**config.mk**
```make
export PLATFORM = sky130hd
export DESIGN_NAME = utf8_distinct_codepoint_collector
export DESIGN_NICKNAME = d
export VERILOG_FILES = /design/src/sv/ucc_pkg.sv /design/src/sv/utf8_distinct_codepoint_collector.sv /design/src/sv/ucc_ram.sv /design/src/sv/ucc_front.sv /design/src/sv/ucc_cmd_fifo.sv /design/src/sv/ucc_exec.sv
export VERILOG_INCLUDE_DIRS = /design/src /design/src/sv
export SDC_FILE = /design/constraint.sdc
export NUM_CORES = 2
export LEC_CHECK = 0
export BUFFER_PORTS_ARGS = -buffer_cell sky130_fd_sc_hd__buf_4
export CORE_UTILIZATION = 50
export DETAILED_ROUTE_END_ITERATION = 12
export PLACE_DENSITY = 0.66
export SYNTH_ARGS = -nofsm -noshare
export SYNTH_HDL_FRONTEND = slang
export SYNTH_SLANG_ARGS = --single-unit
```
**constraint.sdc**
```tcl
create_clock -name aclk -period 9.6 [get_ports aclk]
set_input_delay 0.96 -clock aclk [delete_from_list [all_inputs] [get_ports aclk]]
set_output_delay 0.96 -clock aclk [all_outputs]
set_load 0.05 [all_outputs]
```
**src/sv/assert_macros.svh**
```systemverilog
// Assertion macros shared by the collector RTL.
`ifndef ASSERT_MACROS_SVH
`define ASSERT_MACROS_SVH

// A condition that must hold at every clock edge outside reset.
`define ASSERT_HOLDS(label, clk, rst_n, cond, msg) \
    label: assert property (@(posedge clk) disable iff (!rst_n) (cond)) else $error(msg);

// A consequence that must hold in the same cycle as its antecedent.
`define ASSERT_IMPLIES(label, clk, rst_n, ante, cons, msg) \
    label: assert property (@(posedge clk) disable iff (!rst_n) (ante) |-> (cons)) \
        else $error(msg);

`endif

```
**src/sv/ucc_pkg.sv**
```systemverilog
// Shared types and constants of the distinct codepoint collector.
package ucc_pkg;

    // Input operation codes.
    localparam logic [2:0] OP_START    = 3'd0;
    localparam logic [2:0] OP_TEXT     = 3'd1;
    localparam logic [2:0] OP_STR_END  = 3'd2;
    localparam logic [2:0] OP_SCAN_END = 3'd3;
    localparam logic [2:0] OP_READ     = 3'd4;

    // Result kinds.
    localparam logic KIND_SUMMARY = 1'b0;
    localparam logic KIND_ENTRY   = 1'b1;

    // UTF-8 length boundaries.
    localparam logic [20:0] CP_2BYTE_MIN = 21'h00080;
    localparam logic [20:0] CP_3BYTE_MIN = 21'h00800;
    localparam logic [20:0] CP_4BYTE_MIN = 21'h10000;

    // Command slots per item in the front end and depth of the command queue.
    localparam int FRONT_SLOTS = 4;
    localparam int CMDQ_DEPTH  = 4;

    typedef enum logic [1:0] {
        CMD_CLEAR,
        CMD_RECORD,
        CMD_SUMMARY,
        CMD_DRAIN
    } cmd_kind_t;

    typedef struct packed {
        cmd_kind_t   kind;
        logic [20:0] cp;
        logic [1:0]  style;
        logic [31:0] font;
    } cmd_t;

    typedef enum logic [1:0] {
        EX_IDLE,
        EX_SEARCH,
        EX_DRAIN
    } ex_state_t;

endpackage

```
**src/sv/utf8_distinct_codepoint_collector.sv**
```systemverilog
// Top level of the UTF-8 distinct codepoint collector.
//
// The slave stream carries one item per handshake: an operation in s_tuser and
// a text byte, style tag and font tag in s_tdata. The master stream returns an
// end-of-scan summary (m_tuser = 0) or a drained set entry (m_tuser = 1) with
// its UTF-8 encoding; m_tlast marks the final entry. The user must write
// requested_styles via cfg_wr_en/cfg_wr_data only while idle (not enforced).
//
// The front end turns an item into zero to four commands and emits one per
// cycle while the queue accepts them; it takes no new item until every
// command of the last one has gone out. A four-entry queue decouples it from
// the execution unit, whose set memory has a single read port: a recorded
// codepoint needs no search when the set is empty or full, else it is
// compared serially with the stored entries. An end of scan passes through
// the slot list, the command queue and the output register to m_tvalid.
//
// Reset empties the set, clears the decoder and style flags and sets
// requested_styles to all ones; no memory clearing pass is needed. While the
// receiver stalls the result holds in the output register, the queue fills
// and s_tready falls.
module utf8_distinct_codepoint_collector import ucc_pkg::*; #(
    parameter int SET_CAPACITY = 64
) (
    input  logic         aclk,
    input  logic         aresetn,
    input  logic         cfg_wr_en,
    input  logic [3:0]   cfg_wr_data,   // requested_styles
    input  logic         s_tvalid,
    output logic         s_tready,
    input  logic [47:0]  s_tdata,       // text_byte[7:0], style_tag[9:8], font_tag[41:10]
    input  logic [2:0]   s_tuser,       // operation[2:0]
    output logic         m_tvalid,
    input  logic         m_tready,
    output logic [103:0] m_tdata,       // style_mask[3:0], scan_font[35:4], entry_total[42:36],
                                        // codepoint[63:43], utf8_bytes[95:64],
                                        // utf8_length[98:96]
    output logic [0:0]   m_tuser,       // kind[0]
    output logic         m_tlast        // last
);

    cmd_t        front_cmd, queue_cmd;
    logic        front_valid, front_ready;
    logic        queue_valid, queue_ready;
    logic        res_kind, res_last;
    logic [3:0]  res_mask;
    logic [31:0] res_font, res_bytes;
    logic [6:0]  res_total;
    logic [20:0] res_cp;
    logic [2:0]  res_len;

    // Decoder and command issue.
    ucc_front u_front (
        .aclk     (aclk),
        .aresetn  (aresetn),
        .s_valid  (s_tvalid),
        .s_ready  (s_tready),
        .in_op    (s_tuser),
        .in_byte  (s_tdata[7:0]),
        .in_style (s_tdata[9:8]),
        .in_font  (s_tdata[41:10]),
        .q_valid  (front_valid),
        .q_ready  (front_ready),
        .q_cmd    (front_cmd)
    );

    // Command queue between the two halves.
    ucc_cmd_fifo u_cmd_fifo (
        .aclk      (aclk),
        .aresetn   (aresetn),
        .in_valid  (front_valid),
        .in_ready  (front_ready),
        .in_cmd    (front_cmd),
        .out_valid (queue_valid),
        .out_ready (queue_ready),
        .out_cmd   (queue_cmd)
    );

    // Set maintenance and result generation.
    ucc_exec #(
        .SET_CAPACITY (SET_CAPACITY)
    ) u_exec (
        .aclk          (aclk),
        .aresetn       (aresetn),
        .cfg_wr_en     (cfg_wr_en),
        .cfg_wr_data   (cfg_wr_data),
        .q_valid       (queue_valid),
        .q_ready       (queue_ready),
        .q_cmd         (queue_cmd),
        .m_valid       (m_tvalid),
        .m_ready       (m_tready),
        .m_kind        (res_kind),
        .m_style_mask  (res_mask),
        .m_scan_font   (res_font),
        .m_entry_total (res_total),
        .m_codepoint   (res_cp),
        .m_utf8_bytes  (res_bytes),
        .m_utf8_length (res_len),
        .m_last        (res_last)
    );

    // Pack the result fields, lowest field first, zero filled to whole bytes.
    assign m_tdata = {5'd0, res_len, res_bytes, res_cp, res_total, res_font, res_mask};
    assign m_tuser = res_kind;
    assign m_tlast = res_last;

endmodule

```
**src/sv/ucc_ram.sv**
```systemverilog
// Generic simple dual-port RAM with a registered read port.
module ucc_ram #(
    parameter int WIDTH  = 21,
    parameter int DEPTH  = 64,
    parameter int ADDR_W = (DEPTH > 1) ? $clog2(DEPTH) : 1
) (
    input  logic              clk,
    input  logic              wr_en,
    input  logic [ADDR_W-1:0] wr_addr,
    input  logic [WIDTH-1:0]  wr_data,
    input  logic [ADDR_W-1:0] rd_addr,
    output logic [WIDTH-1:0]  rd_data
);

    logic [WIDTH-1:0] mem [DEPTH];

    always_ff @(posedge clk) begin
        if (wr_en) begin
            mem[wr_addr] <= wr_data;
        end
        rd_data <= mem[rd_addr];
    end

endmodule

```
**src/sv/ucc_front.sv**
```systemverilog
// Front end: accepts items, runs the UTF-8 decoder and issues commands.
`include "assert_macros.svh"

module ucc_front import ucc_pkg::*; (
    input  logic        aclk,
    input  logic        aresetn,
    input  logic        s_valid,
    output logic        s_ready,
    input  logic [2:0]  in_op,
    input  logic [7:0]  in_byte,
    input  logic [1:0]  in_style,
    input  logic [31:0] in_font,
    output logic        q_valid,
    input  logic        q_ready,
    output cmd_t        q_cmd
);

    localparam int SLOT_CW = $clog2(FRONT_SLOTS + 1);
    localparam int SLOT_IW = $clog2(FRONT_SLOTS);

    logic [23:0]        pend_bytes_reg, pend_bytes_next;
    logic [1:0]         pend_need_reg, pend_need_next;
    logic [1:0]         pend_have_reg, pend_have_next;
    logic [31:0]        font_reg, font_next;
    logic               font_latched_reg, font_latched_next;
    cmd_t               slots_reg [FRONT_SLOTS];
    cmd_t               slots_next [FRONT_SLOTS];
    logic [SLOT_CW-1:0] slot_cnt_reg, slot_cnt_next;

    cmd_t               list_n [FRONT_SLOTS];
    logic [SLOT_CW-1:0] list_cnt;

    logic        accept, pop;
    logic        is_text, is_end, latch_font, cont, pend, complete;
    logic        do_flush, do_fresh, do_cont;
    logic [1:0]  lead_need;
    logic [20:0] comp_cp;
    logic [31:0] font_eff;

    function automatic cmd_t make_cmd(cmd_kind_t k, logic [20:0] cp, logic [1:0] st,
                                      logic [31:0] f);
        cmd_t c;
        c.kind  = k;
        c.cp    = cp;
        c.style = st;
        c.font  = f;
        return c;
    endfunction

    assign s_ready = (slot_cnt_reg == '0);
    assign accept  = s_valid && s_ready;
    assign q_valid = (slot_cnt_reg != '0);
    assign q_cmd   = slots_reg[0];
    assign pop     = q_valid && q_ready;

    // Item classification against the pending sequence.
    always_comb begin
        is_text    = (in_op == OP_TEXT) && (in_byte != 8'd0);
        is_end     = ((in_op == OP_TEXT) && (in_byte == 8'd0)) || (in_op == OP_STR_END) ||
                     (in_op == OP_SCAN_END);
        latch_font = ((in_op == OP_TEXT) || (in_op == OP_STR_END)) && !font_latched_reg;
        font_eff   = latch_font ? in_font : font_reg;
        cont       = (in_byte[7:6] == 2'b10);
        pend       = (pend_need_reg != 2'd0);
        do_flush   = pend && (is_end || (is_text && !cont));
        do_fresh   = is_text && (!pend || !cont);
        do_cont    = is_text && pend && cont;
        complete   = do_cont && ((({1'b0, pend_have_reg} + 3'd1) >= {1'b0, pend_need_reg}) ||
                                 (pend_have_reg >= 2'd2));

        if (in_byte[7:5] == 3'b110) begin
            lead_need = 2'd1;
        end else if (in_byte[7:4] == 4'b1110) begin
            lead_need = 2'd2;
        end else if (in_byte[7:3] == 5'b11110) begin
            lead_need = 2'd3;
        end else begin
            lead_need = 2'd0;
        end

        case (pend_need_reg)
            2'd1:    comp_cp = {10'd0, pend_bytes_reg[4:0], in_byte[5:0]};
            2'd2:    comp_cp = {5'd0, pend_bytes_reg[3:0], pend_bytes_reg[13:8], in_byte[5:0]};
            default: comp_cp = {pend_bytes_reg[2:0], pend_bytes_reg[13:8],
                                pend_bytes_reg[21:16], in_byte[5:0]};
        endcase
    end

    // Command list of the current item, in the order the commands must run.
    always_comb begin
        for (int i = 0; i < FRONT_SLOTS; i++) begin
            list_n[i] = '0;
        end
        list_cnt = '0;
        if (in_op == OP_START) begin
            list_n[list_cnt[SLOT_IW-1:0]] = make_cmd(CMD_CLEAR, 21'd0, in_style, 32'd0);
            list_cnt = list_cnt + 1'b1;
        end
        if (do_flush) begin
            list_n[list_cnt[SLOT_IW-1:0]] = make_cmd(CMD_RECORD, {13'd0, pend_bytes_reg[7:0]},
                                                     in_style, font_eff);
            list_cnt = list_cnt + 1'b1;
            if (pend_have_reg >= 2'd1) begin
                list_n[list_cnt[SLOT_IW-1:0]] =
                    make_cmd(CMD_RECORD, {13'd0, pend_bytes_reg[15:8]}, in_style, font_eff);
                list_cnt = list_cnt + 1'b1;
            end
            if (pend_have_reg >= 2'd2) begin
                list_n[list_cnt[SLOT_IW-1:0]] =
                    make_cmd(CMD_RECORD, {13'd0, pend_bytes_reg[23:16]}, in_style, font_eff);
                list_cnt = list_cnt + 1'b1;
            end
        end
        if (do_fresh && (lead_need == 2'd0)) begin
            list_n[list_cnt[SLOT_IW-1:0]] = make_cmd(CMD_RECORD, {13'd0, in_byte},
                                                     in_style, font_eff);
            list_cnt = list_cnt + 1'b1;
        end
        if (complete) begin
            list_n[list_cnt[SLOT_IW-1:0]] = make_cmd(CMD_RECORD, comp_cp, in_style, font_eff);
            list_cnt = list_cnt + 1'b1;
        end
        if (in_op == OP_SCAN_END) begin
            list_n[list_cnt[SLOT_IW-1:0]] = make_cmd(CMD_SUMMARY, 21'd0, in_style, font_eff);
            list_cnt = list_cnt + 1'b1;
        end
        if (in_op == OP_READ) begin
            list_n[list_cnt[SLOT_IW-1:0]] = make_cmd(CMD_DRAIN, 21'd0, in_style, font_eff);
            list_cnt = list_cnt + 1'b1;
        end
    end

    // Decoder state and slot list updates.
    always_comb begin
        pend_bytes_next   = pend_bytes_reg;
        pend_need_next    = pend_need_reg;
        pend_have_next    = pend_have_reg;
        font_next         = font_reg;
        font_latched_next = font_latched_reg;
        slots_next        = slots_reg;
        slot_cnt_next     = slot_cnt_reg;

        if (accept) begin
            slots_next    = list_n;
            slot_cnt_next = list_cnt;
            if (in_op == OP_START) begin
                pend_bytes_next   = '0;
                pend_need_next    = '0;
                pend_have_next    = '0;
                font_next         = '0;
                font_latched_next = 1'b0;
            end else begin
                if (latch_font) begin
                    font_next         = in_font;
                    font_latched_next = 1'b1;
                end
                if (is_end || do_flush || complete) begin
                    pend_bytes_next = '0;
                    pend_need_next  = '0;
                    pend_have_next  = '0;
                end
                if (do_fresh && (lead_need != 2'd0)) begin
                    pend_bytes_next = {16'd0, in_byte};
                    pend_need_next  = lead_need;
                    pend_have_next  = 2'd0;
                end
                if (do_cont && !complete) begin
                    pend_have_next = pend_have_reg + 2'd1;
                    if (pend_have_reg == 2'd0) begin
                        pend_bytes_next[15:8] = in_byte;
                    end else begin
                        pend_bytes_next[23:16] = in_byte;
                    end
                end
            end
        end else if (pop) begin
            for (int i = 0; i < FRONT_SLOTS - 1; i++) begin
                slots_next[i] = slots_reg[i + 1];
            end
            slots_next[FRONT_SLOTS - 1] = '0;
            slot_cnt_next = slot_cnt_reg - 1'b1;
        end
    end

    always_ff @(posedge aclk) begin
        if (!aresetn) begin
            pend_bytes_reg   <= '0;
            pend_need_reg    <= '0;
            pend_have_reg    <= '0;
            font_reg         <= '0;
            font_latched_reg <= 1'b0;
            slot_cnt_reg     <= '0;
        end else begin
            pend_bytes_reg   <= pend_bytes_next;
            pend_need_reg    <= pend_need_next;
            pend_have_reg    <= pend_have_next;
            font_reg         <= font_next;
            font_latched_reg <= font_latched_next;
            slot_cnt_reg     <= slot_cnt_next;
        end
    end

    always_ff @(posedge aclk) begin
        slots_reg <= slots_next;
    end

    `ASSERT_IMPLIES(a_pend_idle, aclk, aresetn, pend_need_reg == 2'd0, pend_have_reg == 2'd0, "continuations counted with no sequence pending")
    `ASSERT_IMPLIES(a_pend_order, aclk, aresetn, pend_need_reg != 2'd0, pend_have_reg < pend_need_reg, "pending sequence holds too many continuations")
    `ASSERT_HOLDS(a_slot_bound, aclk, aresetn, slot_cnt_reg <= SLOT_CW'(FRONT_SLOTS), "command slot count overflow")

endmodule

```
**src/sv/ucc_cmd_fifo.sv**
```systemverilog
// Short command queue between the front end and the execution unit.
module ucc_cmd_fifo import ucc_pkg::*; (
    input  logic aclk,
    input  logic aresetn,
    input  logic in_valid,
    output logic in_ready,
    input  cmd_t in_cmd,
    output logic out_valid,
    input  logic out_ready,
    output cmd_t out_cmd
);

    localparam int PTR_W = $clog2(CMDQ_DEPTH);

    cmd_t             mem_reg [CMDQ_DEPTH];
    logic [PTR_W-1:0] wr_ptr_reg, wr_ptr_next;
    logic [PTR_W-1:0] rd_ptr_reg, rd_ptr_next;
    logic [PTR_W:0]   cnt_reg, cnt_next;
    logic             push, pull;

    assign in_ready  = (cnt_reg != (PTR_W + 1)'(CMDQ_DEPTH));
    assign out_valid = (cnt_reg != '0);
    assign out_cmd   = mem_reg[rd_ptr_reg];
    assign push      = in_valid && in_ready;
    assign pull      = out_valid && out_ready;

    always_comb begin
        wr_ptr_next = push ? wr_ptr_reg + 1'b1 : wr_ptr_reg;
        rd_ptr_next = pull ? rd_ptr_reg + 1'b1 : rd_ptr_reg;
        cnt_next    = cnt_reg;
        if (push && !pull) begin
            cnt_next = cnt_reg + 1'b1;
        end else if (pull && !push) begin
            cnt_next = cnt_reg - 1'b1;
        end
    end

    always_ff @(posedge aclk) begin
        if (!aresetn) begin
            wr_ptr_reg <= '0;
            rd_ptr_reg <= '0;
            cnt_reg    <= '0;
        end else begin
            wr_ptr_reg <= wr_ptr_next;
            rd_ptr_reg <= rd_ptr_next;
            cnt_reg    <= cnt_next;
        end
    end

    always_ff @(posedge aclk) begin
        if (push) begin
            mem_reg[wr_ptr_reg] <= in_cmd;
        end
    end

endmodule

```
**src/sv/ucc_exec.sv**
```systemverilog
// Execution unit: distinct set search and append, summary and drain results.
`include "assert_macros.svh"

module ucc_exec import ucc_pkg::*; #(
    parameter int SET_CAPACITY = 64
) (
    input  logic        aclk,
    input  logic        aresetn,
    input  logic        cfg_wr_en,
    input  logic [3:0]  cfg_wr_data,
    input  logic        q_valid,
    output logic        q_ready,
    input  cmd_t        q_cmd,
    output logic        m_valid,
    input  logic        m_ready,
    output logic        m_kind,
    output logic [3:0]  m_style_mask,
    output logic [31:0] m_scan_font,
    output logic [6:0]  m_entry_total,
    output logic [20:0] m_codepoint,
    output logic [31:0] m_utf8_bytes,
    output logic [2:0]  m_utf8_length,
    output logic        m_last
);

    localparam int CNT_W  = $clog2(SET_CAPACITY + 1);
    localparam int ADDR_W = (SET_CAPACITY > 1) ? $clog2(SET_CAPACITY) : 1;
    localparam logic [CNT_W-1:0] CAP_CNT = CNT_W'(SET_CAPACITY);

    ex_state_t        state_reg, state_next;
    logic [CNT_W-1:0] count_reg, count_next;
    logic [CNT_W-1:0] drain_reg, drain_next;
    logic [CNT_W-1:0] srch_addr_reg, srch_addr_next;
    logic [3:0]       seen_reg, seen_next;
    logic [3:0]       req_reg, req_next;
    logic [20:0]      cp_reg, cp_next;
    logic [31:0]      font_hold_reg, font_hold_next;
    logic             cmp_valid_reg, cmp_last_reg;

    logic        out_valid_reg, out_valid_next;
    logic        out_kind_reg, out_last_reg;
    logic [3:0]  out_mask_reg;
    logic [31:0] out_font_reg, out_bytes_reg;
    logic [6:0]  out_total_reg;
    logic [20:0] out_cp_reg;
    logic [2:0]  out_len_reg;

    logic              out_free, pop, drain_empty, drain_last;
    logic              search_hit, search_miss, issue, drain_emit, summary_load;
    logic              ram_wr_en;
    logic [ADDR_W-1:0] ram_rd_addr;
    logic [20:0]       ram_wr_data, ram_rd_data;
    logic [31:0]       enc_bytes;
    logic [2:0]        enc_len;
    logic [3:0]        mask_seen, mask_req, summary_mask;

    ucc_ram #(
        .WIDTH (21),
        .DEPTH (SET_CAPACITY)
    ) u_set_ram (
        .clk     (aclk),
        .wr_en   (ram_wr_en),
        .wr_addr (count_reg[ADDR_W-1:0]),
        .wr_data (ram_wr_data),
        .rd_addr (ram_rd_addr),
        .rd_data (ram_rd_data)
    );

    // Next state.
    always_comb begin
        state_next = state_reg;
        case (state_reg)
            EX_IDLE: begin
                if (pop && (q_cmd.kind == CMD_RECORD) && (count_reg != '0) &&
                    (count_reg < CAP_CNT)) begin
                    state_next = EX_SEARCH;
                end else if (pop && (q_cmd.kind == CMD_DRAIN) && !drain_empty) begin
                    state_next = EX_DRAIN;
                end
            end
            EX_SEARCH: begin
                if (search_hit || search_miss) begin
                    state_next = EX_IDLE;
                end
            end
            EX_DRAIN: begin
                if (out_free) begin
                    state_next = EX_IDLE;
                end
            end
            default: state_next = EX_IDLE;
        endcase
    end

    // Control outputs of the sequencer.
    always_comb begin
        out_free     = !out_valid_reg || m_ready;
        q_ready      = (state_reg == EX_IDLE) && ((q_cmd.kind != CMD_SUMMARY) || out_free);
        pop          = q_valid && q_ready;
        drain_empty  = (count_reg == '0) || (drain_reg >= count_reg);
        drain_last   = ((drain_reg + 1'b1) >= count_reg);
        issue        = (state_reg == EX_SEARCH) && (srch_addr_reg < count_reg);
        search_hit   = (state_reg == EX_SEARCH) && cmp_valid_reg && (ram_rd_data == cp_reg);
        search_miss  = (state_reg == EX_SEARCH) && cmp_valid_reg && !search_hit &&
                       cmp_last_reg;
        drain_emit   = (state_reg == EX_DRAIN) && out_free;
        summary_load = pop && (q_cmd.kind == CMD_SUMMARY);
        ram_wr_en    = (pop && (q_cmd.kind == CMD_RECORD) && (count_reg == '0)) || search_miss;
        ram_wr_data  = (state_reg == EX_IDLE) ? q_cmd.cp : cp_reg;
        ram_rd_addr  = (state_reg == EX_SEARCH) ? srch_addr_reg[ADDR_W-1:0]
                                                : drain_reg[ADDR_W-1:0];
    end

    // Summary mask: regular style stands in when nothing else survives.
    always_comb begin
        mask_seen    = (seen_reg == 4'd0) ? 4'd1 : seen_reg;
        mask_req     = mask_seen & req_reg;
        summary_mask = (mask_req == 4'd0) ? 4'd1 : mask_req;
    end

    // UTF-8 encoding of the entry being drained.
    always_comb begin
        if (ram_rd_data < CP_2BYTE_MIN) begin
            enc_bytes = {11'd0, ram_rd_data};
            enc_len   = 3'd1;
        end else if (ram_rd_data < CP_3BYTE_MIN) begin
            enc_bytes = {16'd0, 2'b10, ram_rd_data[5:0], 3'b110, ram_rd_data[10:6]};
            enc_len   = 3'd2;
        end else if (ram_rd_data < CP_4BYTE_MIN) begin
            enc_bytes = {8'd0, 2'b10, ram_rd_data[5:0], 2'b10, ram_rd_data[11:6],
                         4'b1110, ram_rd_data[15:12]};
            enc_len   = 3'd3;
        end else begin
            enc_bytes = {2'b10, ram_rd_data[5:0], 2'b10, ram_rd_data[11:6],
                         2'b10, ram_rd_data[17:12], 5'b11110, ram_rd_data[20:18]};
            enc_len   = 3'd4;
        end
    end

    // Set state updates.
    always_comb begin
        count_next     = count_reg;
        drain_next     = drain_reg;
        seen_next      = seen_reg;
        req_next       = cfg_wr_en ? cfg_wr_data : req_reg;
        cp_next        = cp_reg;
        font_hold_next = font_hold_reg;
        srch_addr_next = issue ? srch_addr_reg + 1'b1 : srch_addr_reg;

        if (pop) begin
            case (q_cmd.kind)
                CMD_CLEAR: begin
                    count_next = '0;
                    drain_next = '0;
                    seen_next  = 4'd0;
                end
                CMD_RECORD: begin
                    seen_next      = seen_reg | (4'd1 << q_cmd.style);
                    cp_next        = q_cmd.cp;
                    srch_addr_next = '0;
                    if (count_reg == '0) begin
                        count_next = CNT_W'(1);
                    end
                end
                CMD_SUMMARY: begin
                    drain_next = '0;
                end
                CMD_DRAIN: begin
                    font_hold_next = q_cmd.font;
                    if (drain_empty) begin
                        drain_next = '0;
                    end
                end
                default: ;
            endcase
        end
        if (search_miss) begin
            count_next = count_reg + 1'b1;
        end
        if (drain_emit) begin
            if (drain_last) begin
                count_next = '0;
                drain_next = '0;
            end else begin
                drain_next = drain_reg + 1'b1;
            end
        end
        out_valid_next = (summary_load || drain_emit) ? 1'b1 :
                         (m_ready ? 1'b0 : out_valid_reg);
    end

    always_ff @(posedge aclk) begin
        if (!aresetn) begin
            state_reg     <= EX_IDLE;
            count_reg     <= '0;
            drain_reg     <= '0;
            srch_addr_reg <= '0;
            seen_reg      <= 4'd0;
            req_reg       <= 4'hF;
            cmp_valid_reg <= 1'b0;
            cmp_last_reg  <= 1'b0;
            out_valid_reg <= 1'b0;
        end else begin
            state_reg     <= state_next;
            count_reg     <= count_next;
            drain_reg     <= drain_next;
            srch_addr_reg <= srch_addr_next;
            seen_reg      <= seen_next;
            req_reg       <= req_next;
            cmp_valid_reg <= issue;
            cmp_last_reg  <= issue && ((srch_addr_reg + 1'b1) == count_reg);
            out_valid_reg <= out_valid_next;
        end
    end

    always_ff @(posedge aclk) begin
        cp_reg        <= cp_next;
        font_hold_reg <= font_hold_next;
        if (summary_load) begin
            out_kind_reg  <= KIND_SUMMARY;
            out_mask_reg  <= summary_mask;
            out_font_reg  <= q_cmd.font;
            out_total_reg <= 7'(count_reg);
            out_cp_reg    <= 21'd0;
            out_bytes_reg <= 32'd0;
            out_len_reg   <= 3'd1;
            out_last_reg  <= 1'b0;
        end else if (drain_emit) begin
            out_kind_reg  <= KIND_ENTRY;
            out_mask_reg  <= 4'd0;
            out_font_reg  <= font_hold_reg;
            out_total_reg <= 7'(count_reg);
            out_cp_reg    <= ram_rd_data;
            out_bytes_reg <= enc_bytes;
            out_len_reg   <= enc_len;
            out_last_reg  <= drain_last;
        end
    end

    assign m_valid       = out_valid_reg;
    assign m_kind        = out_kind_reg;
    assign m_style_mask  = out_mask_reg;
    assign m_scan_font   = out_font_reg;
    assign m_entry_total = out_total_reg;
    assign m_codepoint   = out_cp_reg;
    assign m_utf8_bytes  = out_bytes_reg;
    assign m_utf8_length = out_len_reg;
    assign m_last        = out_last_reg;

    `ASSERT_HOLDS(a_count_bound, aclk, aresetn, count_reg <= CAP_CNT, "set count beyond capacity")
    `ASSERT_HOLDS(a_drain_bound, aclk, aresetn, (drain_reg == '0) || (drain_reg < count_reg), "drain position past the stored entries")
    `ASSERT_IMPLIES(a_last_entry, aclk, aresetn, out_valid_reg && out_last_reg, out_kind_reg == KIND_ENTRY, "last flag on a summary result")

endmodule
```
# After elaboration in Yosys (flattened, before gate mapping)
# Memory sizes are Yosys's and may differ from the RTL's. A register that Yosys moved wholly into a read port is not among the register bits.
# Cells that the tools add are included.
# word_totals
reg_bits,487
ramBits,1572
out_inout_bits,108
word_cells,327
memories,2
# memory_table
memory,words,width,rd,rd_clocked_by_memory_dff,write_ports,line,rtl
u_exec.u_set_ram.mem,64,21,1,1,1,ucc_ram.sv:15,logic [WIDTH-1:0] mem [DEPTH];
u_cmd_fifo.mem_reg,4,57,1,1,1,ucc_cmd_fifo.sv:15,cmd_t mem_reg [CMDQ_DEPTH];
# op_classes
n_addsub,17
magnitude_cmp,24
eq_ne,23
shifts,1
n_mux,109
bitwise,9
n_reduce_logical,97
# op_table
operator,count
228-bit 2-to-1 mux,10
228-bit bitwise mux,7
57-bit demux with 2-bit select,7
57-bit 2-to-1 mux,7
32-bit 2-to-1 mux,7
7-bit 2-to-1 mux,14
24-bit 2-to-1 mux,3
3-bit 2-to-1 mux,15
21-bit case mux with 2 select lines,1
1-bit logical AND,39
34-bit 2-to-1 mux,1
2-bit 2-to-1 mux,15
7-bit case mux with 2 select lines,2
"3-bit by 1-bit adder with 3-bit output, second input constant",7
"7-bit by 1-bit adder with 7-bit output, second input constant",3
21-bit == test,1
"3-bit >= comparator, second input constant",7
"21-bit by 12-bit < comparator with 1-bit output, second input constant",1
"21-bit by 17-bit < comparator with 1-bit output, second input constant",1
"21-bit by 8-bit < comparator with 1-bit output, second input constant",1
"3-bit by 1-bit < comparator with 1-bit output, second input constant",7
21-bit 2-to-1 mux,1
2-bit inverter with 3-bit output,6
2-bit nonzero test,9
47 further kinds,108

# Longest topological paths before layout
# logic_depth
word_depth,24
depth_mapped,22

# Modules after synthesis
# Synthesis repeated with hierarchy kept, for this count alone.
# unflattened
hier_cells,4557
area_unflattened_um2,82833.2
# modules_own_cells
module,n_inst,cells_per_inst,area_each_um2
ucc_ram,1,2190,51717.1
ucc_front,1,1237,14191.1
ucc_cmd_fifo,1,345,8697.1
ucc_exec,1,779,8186.6
utf8_distinct_codepoint_collector,1,6,41.3

# Worst setup path after synthesis
# Ideal clock, no wire load.
# synth_path
kind,reg-to-reg
from,reg u_front.slot_cnt_reg[0]
to,"reg u_front.slots_reg (netlist bit u_front.q_cmd[0]), enable pin"
arrival_ns,7.145
t_required_ns,8.970
path_slack_ns,1.826
stages_incl_launch_ff,8
n_path_buf,2
path_cell_list,dfxtp_1 > inv_1 > ha_1 > nor2b_1 > nand2_1 > clkbuf_1 > clkbuf_1 > nand2b_1
# synth_between
elab_chain_len,3
elab_cells_between_ends,5
classes_between,reduce/logical (5)
# synth_rtl
element,line,rtl
start: declaration,ucc_front.sv:28,"logic [SLOT_CW-1:0] slot_cnt_reg, slot_cnt_next;"
start signal: assignment,ucc_front.sv:199,slot_cnt_reg <= slot_cnt_next;
3-bit zero test,ucc_front.sv:50,assign s_ready = (slot_cnt_reg == '0);
via s_tready,utf8_distinct_codepoint_collector.sv:29,"output logic s_tready,"
1-bit logical AND,ucc_front.sv:51,assign accept = s_valid && s_ready;
2-bit nonzero test (no source line),-,
end signal: assignment,ucc_front.sv:204,slots_reg <= slots_next;
end: declaration,ucc_front.sv:26,cmd_t slots_reg [FRONT_SLOTS];
# The timed path passes the listed nets, and every way through them passes these cells.
# A chain may end at the register's enable or synchronous reset.

==> impl_table.tex <==
\begin{tabular}{lr}
\hline
Metric & Value \\
\hline
\multicolumn{2}{l}{\textbf{Critical path}} \\
Critical path capture point type & register \\
CP startpoint kind & register \\
Start-to-end type of the worst setup path & register to register \\
Reg-to-reg slack, setup & 4.09 ns \\
Critical Path RT & 10.30 ns \\
Arrival time at the worst endpoint & 6.21 ns \\
Maximum fanout along the worst path & 12 \\
\multicolumn{2}{l}{\textbf{Placement}} \\
Routability cong. & 0.8765 \\
Port Buffers & 154 \\
Placed cell area & 0.08593 sq mm \\
Total instance count after detailed placement & 7,547 \\
Half-perimeter wire length after detailed placement & 117.7 mm \\
\multicolumn{2}{l}{\textbf{GRT}} \\
Global-route wire length before repair & 294.4 mm \\
Global route total overflow & 0 \\
Initial antenna violation count & 4 \\
Largest net degree at the start of global routing & between 200 and 250 \\
Number of global-route vias before repair & 45,391 \\
Global-route total usage across every layer & 24.21\% \\
\multicolumn{2}{l}{\textbf{Power}} \\
Total Power Consumption & between 20,000 and 30,000 uW \\
Power density relative to cell area & 287.1 mW/mm\^{}2 \\
Peak supply drop & 0.2678 mV \\
Leakage & about 0.031 uW \\
\multicolumn{2}{l}{\textbf{Timing}} \\
Maximum frequency from static timing analysis & 0.1814 GHz \\
Count of endpoints failing setup in the final report & 0 \\
Transition time of the tightest slew-check pin & 1.178 ns \\
Hold Violations, Final & 0 \\
Worst setup skew after layout & 0.07374 ns \\
Unrepaired setup endpoints after global routing & no \\
Post-route minimum period & approximately 5.5 ns \\
Setup TNS Final & 0 ns \\
Share of the cycle needed by the critical path after routing & 57.42\% \\
Relative slew slack & 21.45\% \\
Number of pins exceeding their max-slew limit in the final report & 0 \\
\multicolumn{2}{l}{\textbf{Clock network}} \\
CTS tree & done \\
CTS H-tree lvls & 4 \\
Count of hold-fix buffers inserted at cts & 0 \\
Buffer cell driving the clock tree root & sky130\_fd\_sc\_hd\_\_clkbuf\_16 \\
Clk buf depth & 3 \\
Post-CTS clock slew at the launch and capture registers of the worst setup and hold paths & 0.06 ns \\
Resized Gates After CTS & 0 \\
Clock latency of the later-clocked register in the worst-skew pair & 0.85 ns \\
Num CTS Buffers & 198 \\
Clock sink count & just over 2,000 \\
Postcts setup bufs & 0 \\
\multicolumn{2}{l}{\textbf{Yosys}} \\
Netlist cell types & 76 \\
Count of synthesis-stage warnings from yosys & 0 \\
Most common flop cell mapped by yosys & sky130\_fd\_sc\_hd\_\_edfxtp\_1 \\
Synthesized instance count & 5,415 \\
Cell types with the largest area share after synthesis & sky130\_fd\_sc\_hd\_\_edfxtp\_1, sky130\_fd\_sc\_hd\_\_mux4\_2, sky130\_fd\_sc\_hd\_\_nand2\_1 \\
Area share of the largest cell type after synthesis & about 69\% \\
Total of flip-flops plus latches after synthesis & slightly above 2,000 \\
Post-synthesis cell type with the largest combined area & sky130\_fd\_sc\_hd\_\_edfxtp\_1 \\
Count of flip-flops with a built-in enable after synthesis & 1,896 \\
Average cell area after synthesis & 15.15 sq um \\
Share of flip-flops with an asynchronous set or reset after synthesis & 0\% \\
Sequential fraction of the synthesis area & 73.89\% \\
Netlist Area Pre-Place & 0.08201 sq mm \\
\multicolumn{2}{l}{\textbf{Floorplanning}} \\
Standard cell core area & 0.1628 sq mm \\
DIE HEIGHT & about 410 um \\
X dimension of the die & 407 um \\
I/O pin count & 168 \\
Count of standard-cell rows & about 150 \\
Effective utilization at floorplan & about 50\% \\
DIE AREA & between 0.15 and 0.2 sq mm \\
\multicolumn{2}{l}{\textbf{Run status}} \\
Run status & finished, final reports clean \\
\multicolumn{2}{l}{\textbf{Routing}} \\
DRC violation count after routing & 0 \\
Routed via count & 47,168 \\
Final routed wire length divided by cell count & 25.43 um \\
DR pass1 iterations & 6 \\
Detailed route wirelength on metal2 & 94.02 mm \\
Routed wire length on met3 & roughly 18 mm \\
Detailed Route WL & $\sim$200 mm \\
Number of routed nets with antenna violations & 0 \\
Via density per instance & 5.957 \\
Uppermost signal routing layer after detailed routing & met5 \\
Met1 Wirelength & between 80 and 90 mm \\
DRT iter0 DRCs & 5,574 \\
\multicolumn{2}{l}{\textbf{Finish}} \\
Utilization after layout & 56.73\% \\
Highest-count cells in the layout ignoring fill and taps & sky130\_fd\_sc\_hd\_\_edfxtp\_1, sky130\_fd\_sc\_hd\_\_nand2\_1, sky130\_fd\_sc\_hd\_\_nand3\_1, sky130\_fd\_sc\_hd\_\_buf\_4, sky130\_fd\_sc\_hd\_\_mux4\_2 \\
Cell area after layout & roughly 0.09 sq mm \\
Most frequent standard cell in the layout excluding fill and tap cells & sky130\_fd\_sc\_hd\_\_edfxtp\_1 \\
Final Net Count & 5,686 \\
Final-layout fill cell count & 12,412 \\
Layout-stage area growth over the synthesis result & 12.60\% \\
Flip-flop count of the largest register after layout & 1,344 \\
Ratio of cells with drive above 1 in the final layout & 16.65\% \\
Layout Cells excl Fill & 7,918 \\
\multicolumn{2}{l}{\textbf{Hold path}} \\
Classification of the worst-slack hold path & primary input to register \\
\multicolumn{2}{l}{\textbf{Flow run}} \\
Total of max-cap violations & 0 \\
\hline
\end{tabular}
[report_power, final]
group	internal (uW)	leakage [uW]	switching (uW)	total [uW]
logic	1170	0.00856	3960	5130
clock network	4270	0.00314	3390	7660
registers	13100	0.0190	644	13700
total	18500	0.0307	8000	26500
[per-stage QoR]
stage          hold slack, ns  worst slack [ns]
2_1_floorplan          0.4064             1.826
3_3_place_gp           0.4445             3.966
5_1_grt                0.3095             3.769
4_1_cts                0.2771             4.171
6_report               0.3338             4.087
3_5_place_dp           0.4521             3.844
[metal layers]
metal / vias up / global-route usage [%]
met2: 2097 / 37.46
met4: 2 / 7.842
met5: - / 0
li1: 20975 / -
met3: 305 / 4.584
met1: 23789 / 34.75
[Yosys cell counts, types with 5 or more instances]
| master | number |
|---|---|
| sky130_fd_sc_hd__o21ai_0 | 123 |
| sky130_fd_sc_hd__xnor2_1 | 38 |
| sky130_fd_sc_hd__buf_6 | 13 |
| sky130_fd_sc_hd__and3_1 | 24 |
| sky130_fd_sc_hd__o31ai_1 | 10 |
| sky130_fd_sc_hd__nand2b_1 | 18 |
| sky130_fd_sc_hd__a32o_1 | 6 |
| sky130_fd_sc_hd__a2111oi_0 | 9 |
| sky130_fd_sc_hd__clkbuf_1 | 230 |
| sky130_fd_sc_hd__a21oi_1 | 91 |
| sky130_fd_sc_hd__nor3b_1 | 5 |
| sky130_fd_sc_hd__or4_1 | 6 |
| sky130_fd_sc_hd__a221o_1 | 9 |
| sky130_fd_sc_hd__nor4_1 | 6 |
| sky130_fd_sc_hd__mux4_2 | 225 |
| sky130_fd_sc_hd__ha_1 | 52 |
| sky130_fd_sc_hd__nor2_1 | 282 |
| sky130_fd_sc_hd__a31oi_1 | 101 |
| sky130_fd_sc_hd__buf_2 | 51 |
| sky130_fd_sc_hd__o21a_1 | 8 |
| sky130_fd_sc_hd__nor2b_1 | 9 |
| sky130_fd_sc_hd__xor2_1 | 16 |
| sky130_fd_sc_hd__nand4_1 | 121 |
| sky130_fd_sc_hd__buf_1 | 30 |
| sky130_fd_sc_hd__nand2_1 | 1003 |
| sky130_fd_sc_hd__a21o_1 | 7 |
| sky130_fd_sc_hd__o21ai_1 | 7 |
| sky130_fd_sc_hd__mux2_2 | 23 |
| sky130_fd_sc_hd__a211oi_1 | 9 |
| sky130_fd_sc_hd__a22o_1 | 120 |
| sky130_fd_sc_hd__dfxtp_1 | 183 |
| sky130_fd_sc_hd__nand3_1 | 314 |
| sky130_fd_sc_hd__or2_2 | 8 |
| sky130_fd_sc_hd__nor3_1 | 25 |
| sky130_fd_sc_hd__a22oi_1 | 104 |
| sky130_fd_sc_hd__a32oi_1 | 32 |
| sky130_fd_sc_hd__mux2i_1 | 46 |
| sky130_fd_sc_hd__buf_4 | 11 |
| sky130_fd_sc_hd__inv_1 | 44 |
| sky130_fd_sc_hd__nor2_2 | 10 |
| sky130_fd_sc_hd__or3_1 | 30 |
| sky130_fd_sc_hd__edfxtp_1 | 1896 |
| sky130_fd_sc_hd__and2_1 | 13 |
[cells by family after synthesis]
logic type / count (synthesis) / share of synthesized area (%)
AO/OA/AOI/OAI: 661 / 5.565
XOR/XNOR: 54 / 0.5767
other: 1 / 0.004572
flip-flops: 2079 / 73.89
multiplexers: 294 / 7.056
AND/OR/NAND/NOR: 1891 / 10.08
buffers and inverters: 381 / 1.991
adder cells (fa/ha/maj): 54 / 0.8421
[worst max-delay path, stage by stage, from the launching register on]
cell                      delay, ns
sky130_fd_sc_hd__dfxtp_1       0.52
sky130_fd_sc_hd__inv_1         0.08
sky130_fd_sc_hd__ha_1          0.27
sky130_fd_sc_hd__inv_1         0.29
sky130_fd_sc_hd__ha_1          0.49
sky130_fd_sc_hd__o21a_1        0.42
sky130_fd_sc_hd__nor2_1        0.14
sky130_fd_sc_hd__o31ai_1       0.57
sky130_fd_sc_hd__ha_1          0.35
sky130_fd_sc_hd__nor2_1        0.17
sky130_fd_sc_hd__a21oi_2       0.08
sky130_fd_sc_hd__ha_1          0.30
sky130_fd_sc_hd__nand2_1       0.06
sky130_fd_sc_hd__o21ai_1       0.10
sky130_fd_sc_hd__ha_1          0.21
sky130_fd_sc_hd__a21oi_1       0.29
sky130_fd_sc_hd__nand2_1       0.14
sky130_fd_sc_hd__or4_1         0.55
sky130_fd_sc_hd__a21oi_1       0.20
sky130_fd_sc_hd__a221o_1       0.13
[area by class of cell]
cell class	instances	area, sq um	share of cell area, %
Sequential cell	2079	60600	65.63
Multi-Input combinational cell	2961	20230	21.91
Clock buffer	256	5409	5.857
Tap cell	2175	2721	2.947
Timing Repair Buffer	286	2197	2.379
Clock inverter	114	1008	1.092
Inverter	46	172.7	0.1870
Antenna cell	1	2.502	0.002710
[final timing paths]
kind                             from  cells past startpoint                      to
min                    cfg_wr_data[1]                      3       u_exec.req_reg[1]
min reg2reg    u_exec.m_codepoint[12]                      2  u_exec.m_codepoint[12]
max reg2reg  u_front.pend_have_reg[1]                     19       u_front.q_cmd[38]
max          u_front.pend_have_reg[1]                     19       u_front.q_cmd[38]
Note: power is estimated with default switching activity, not from simulation.
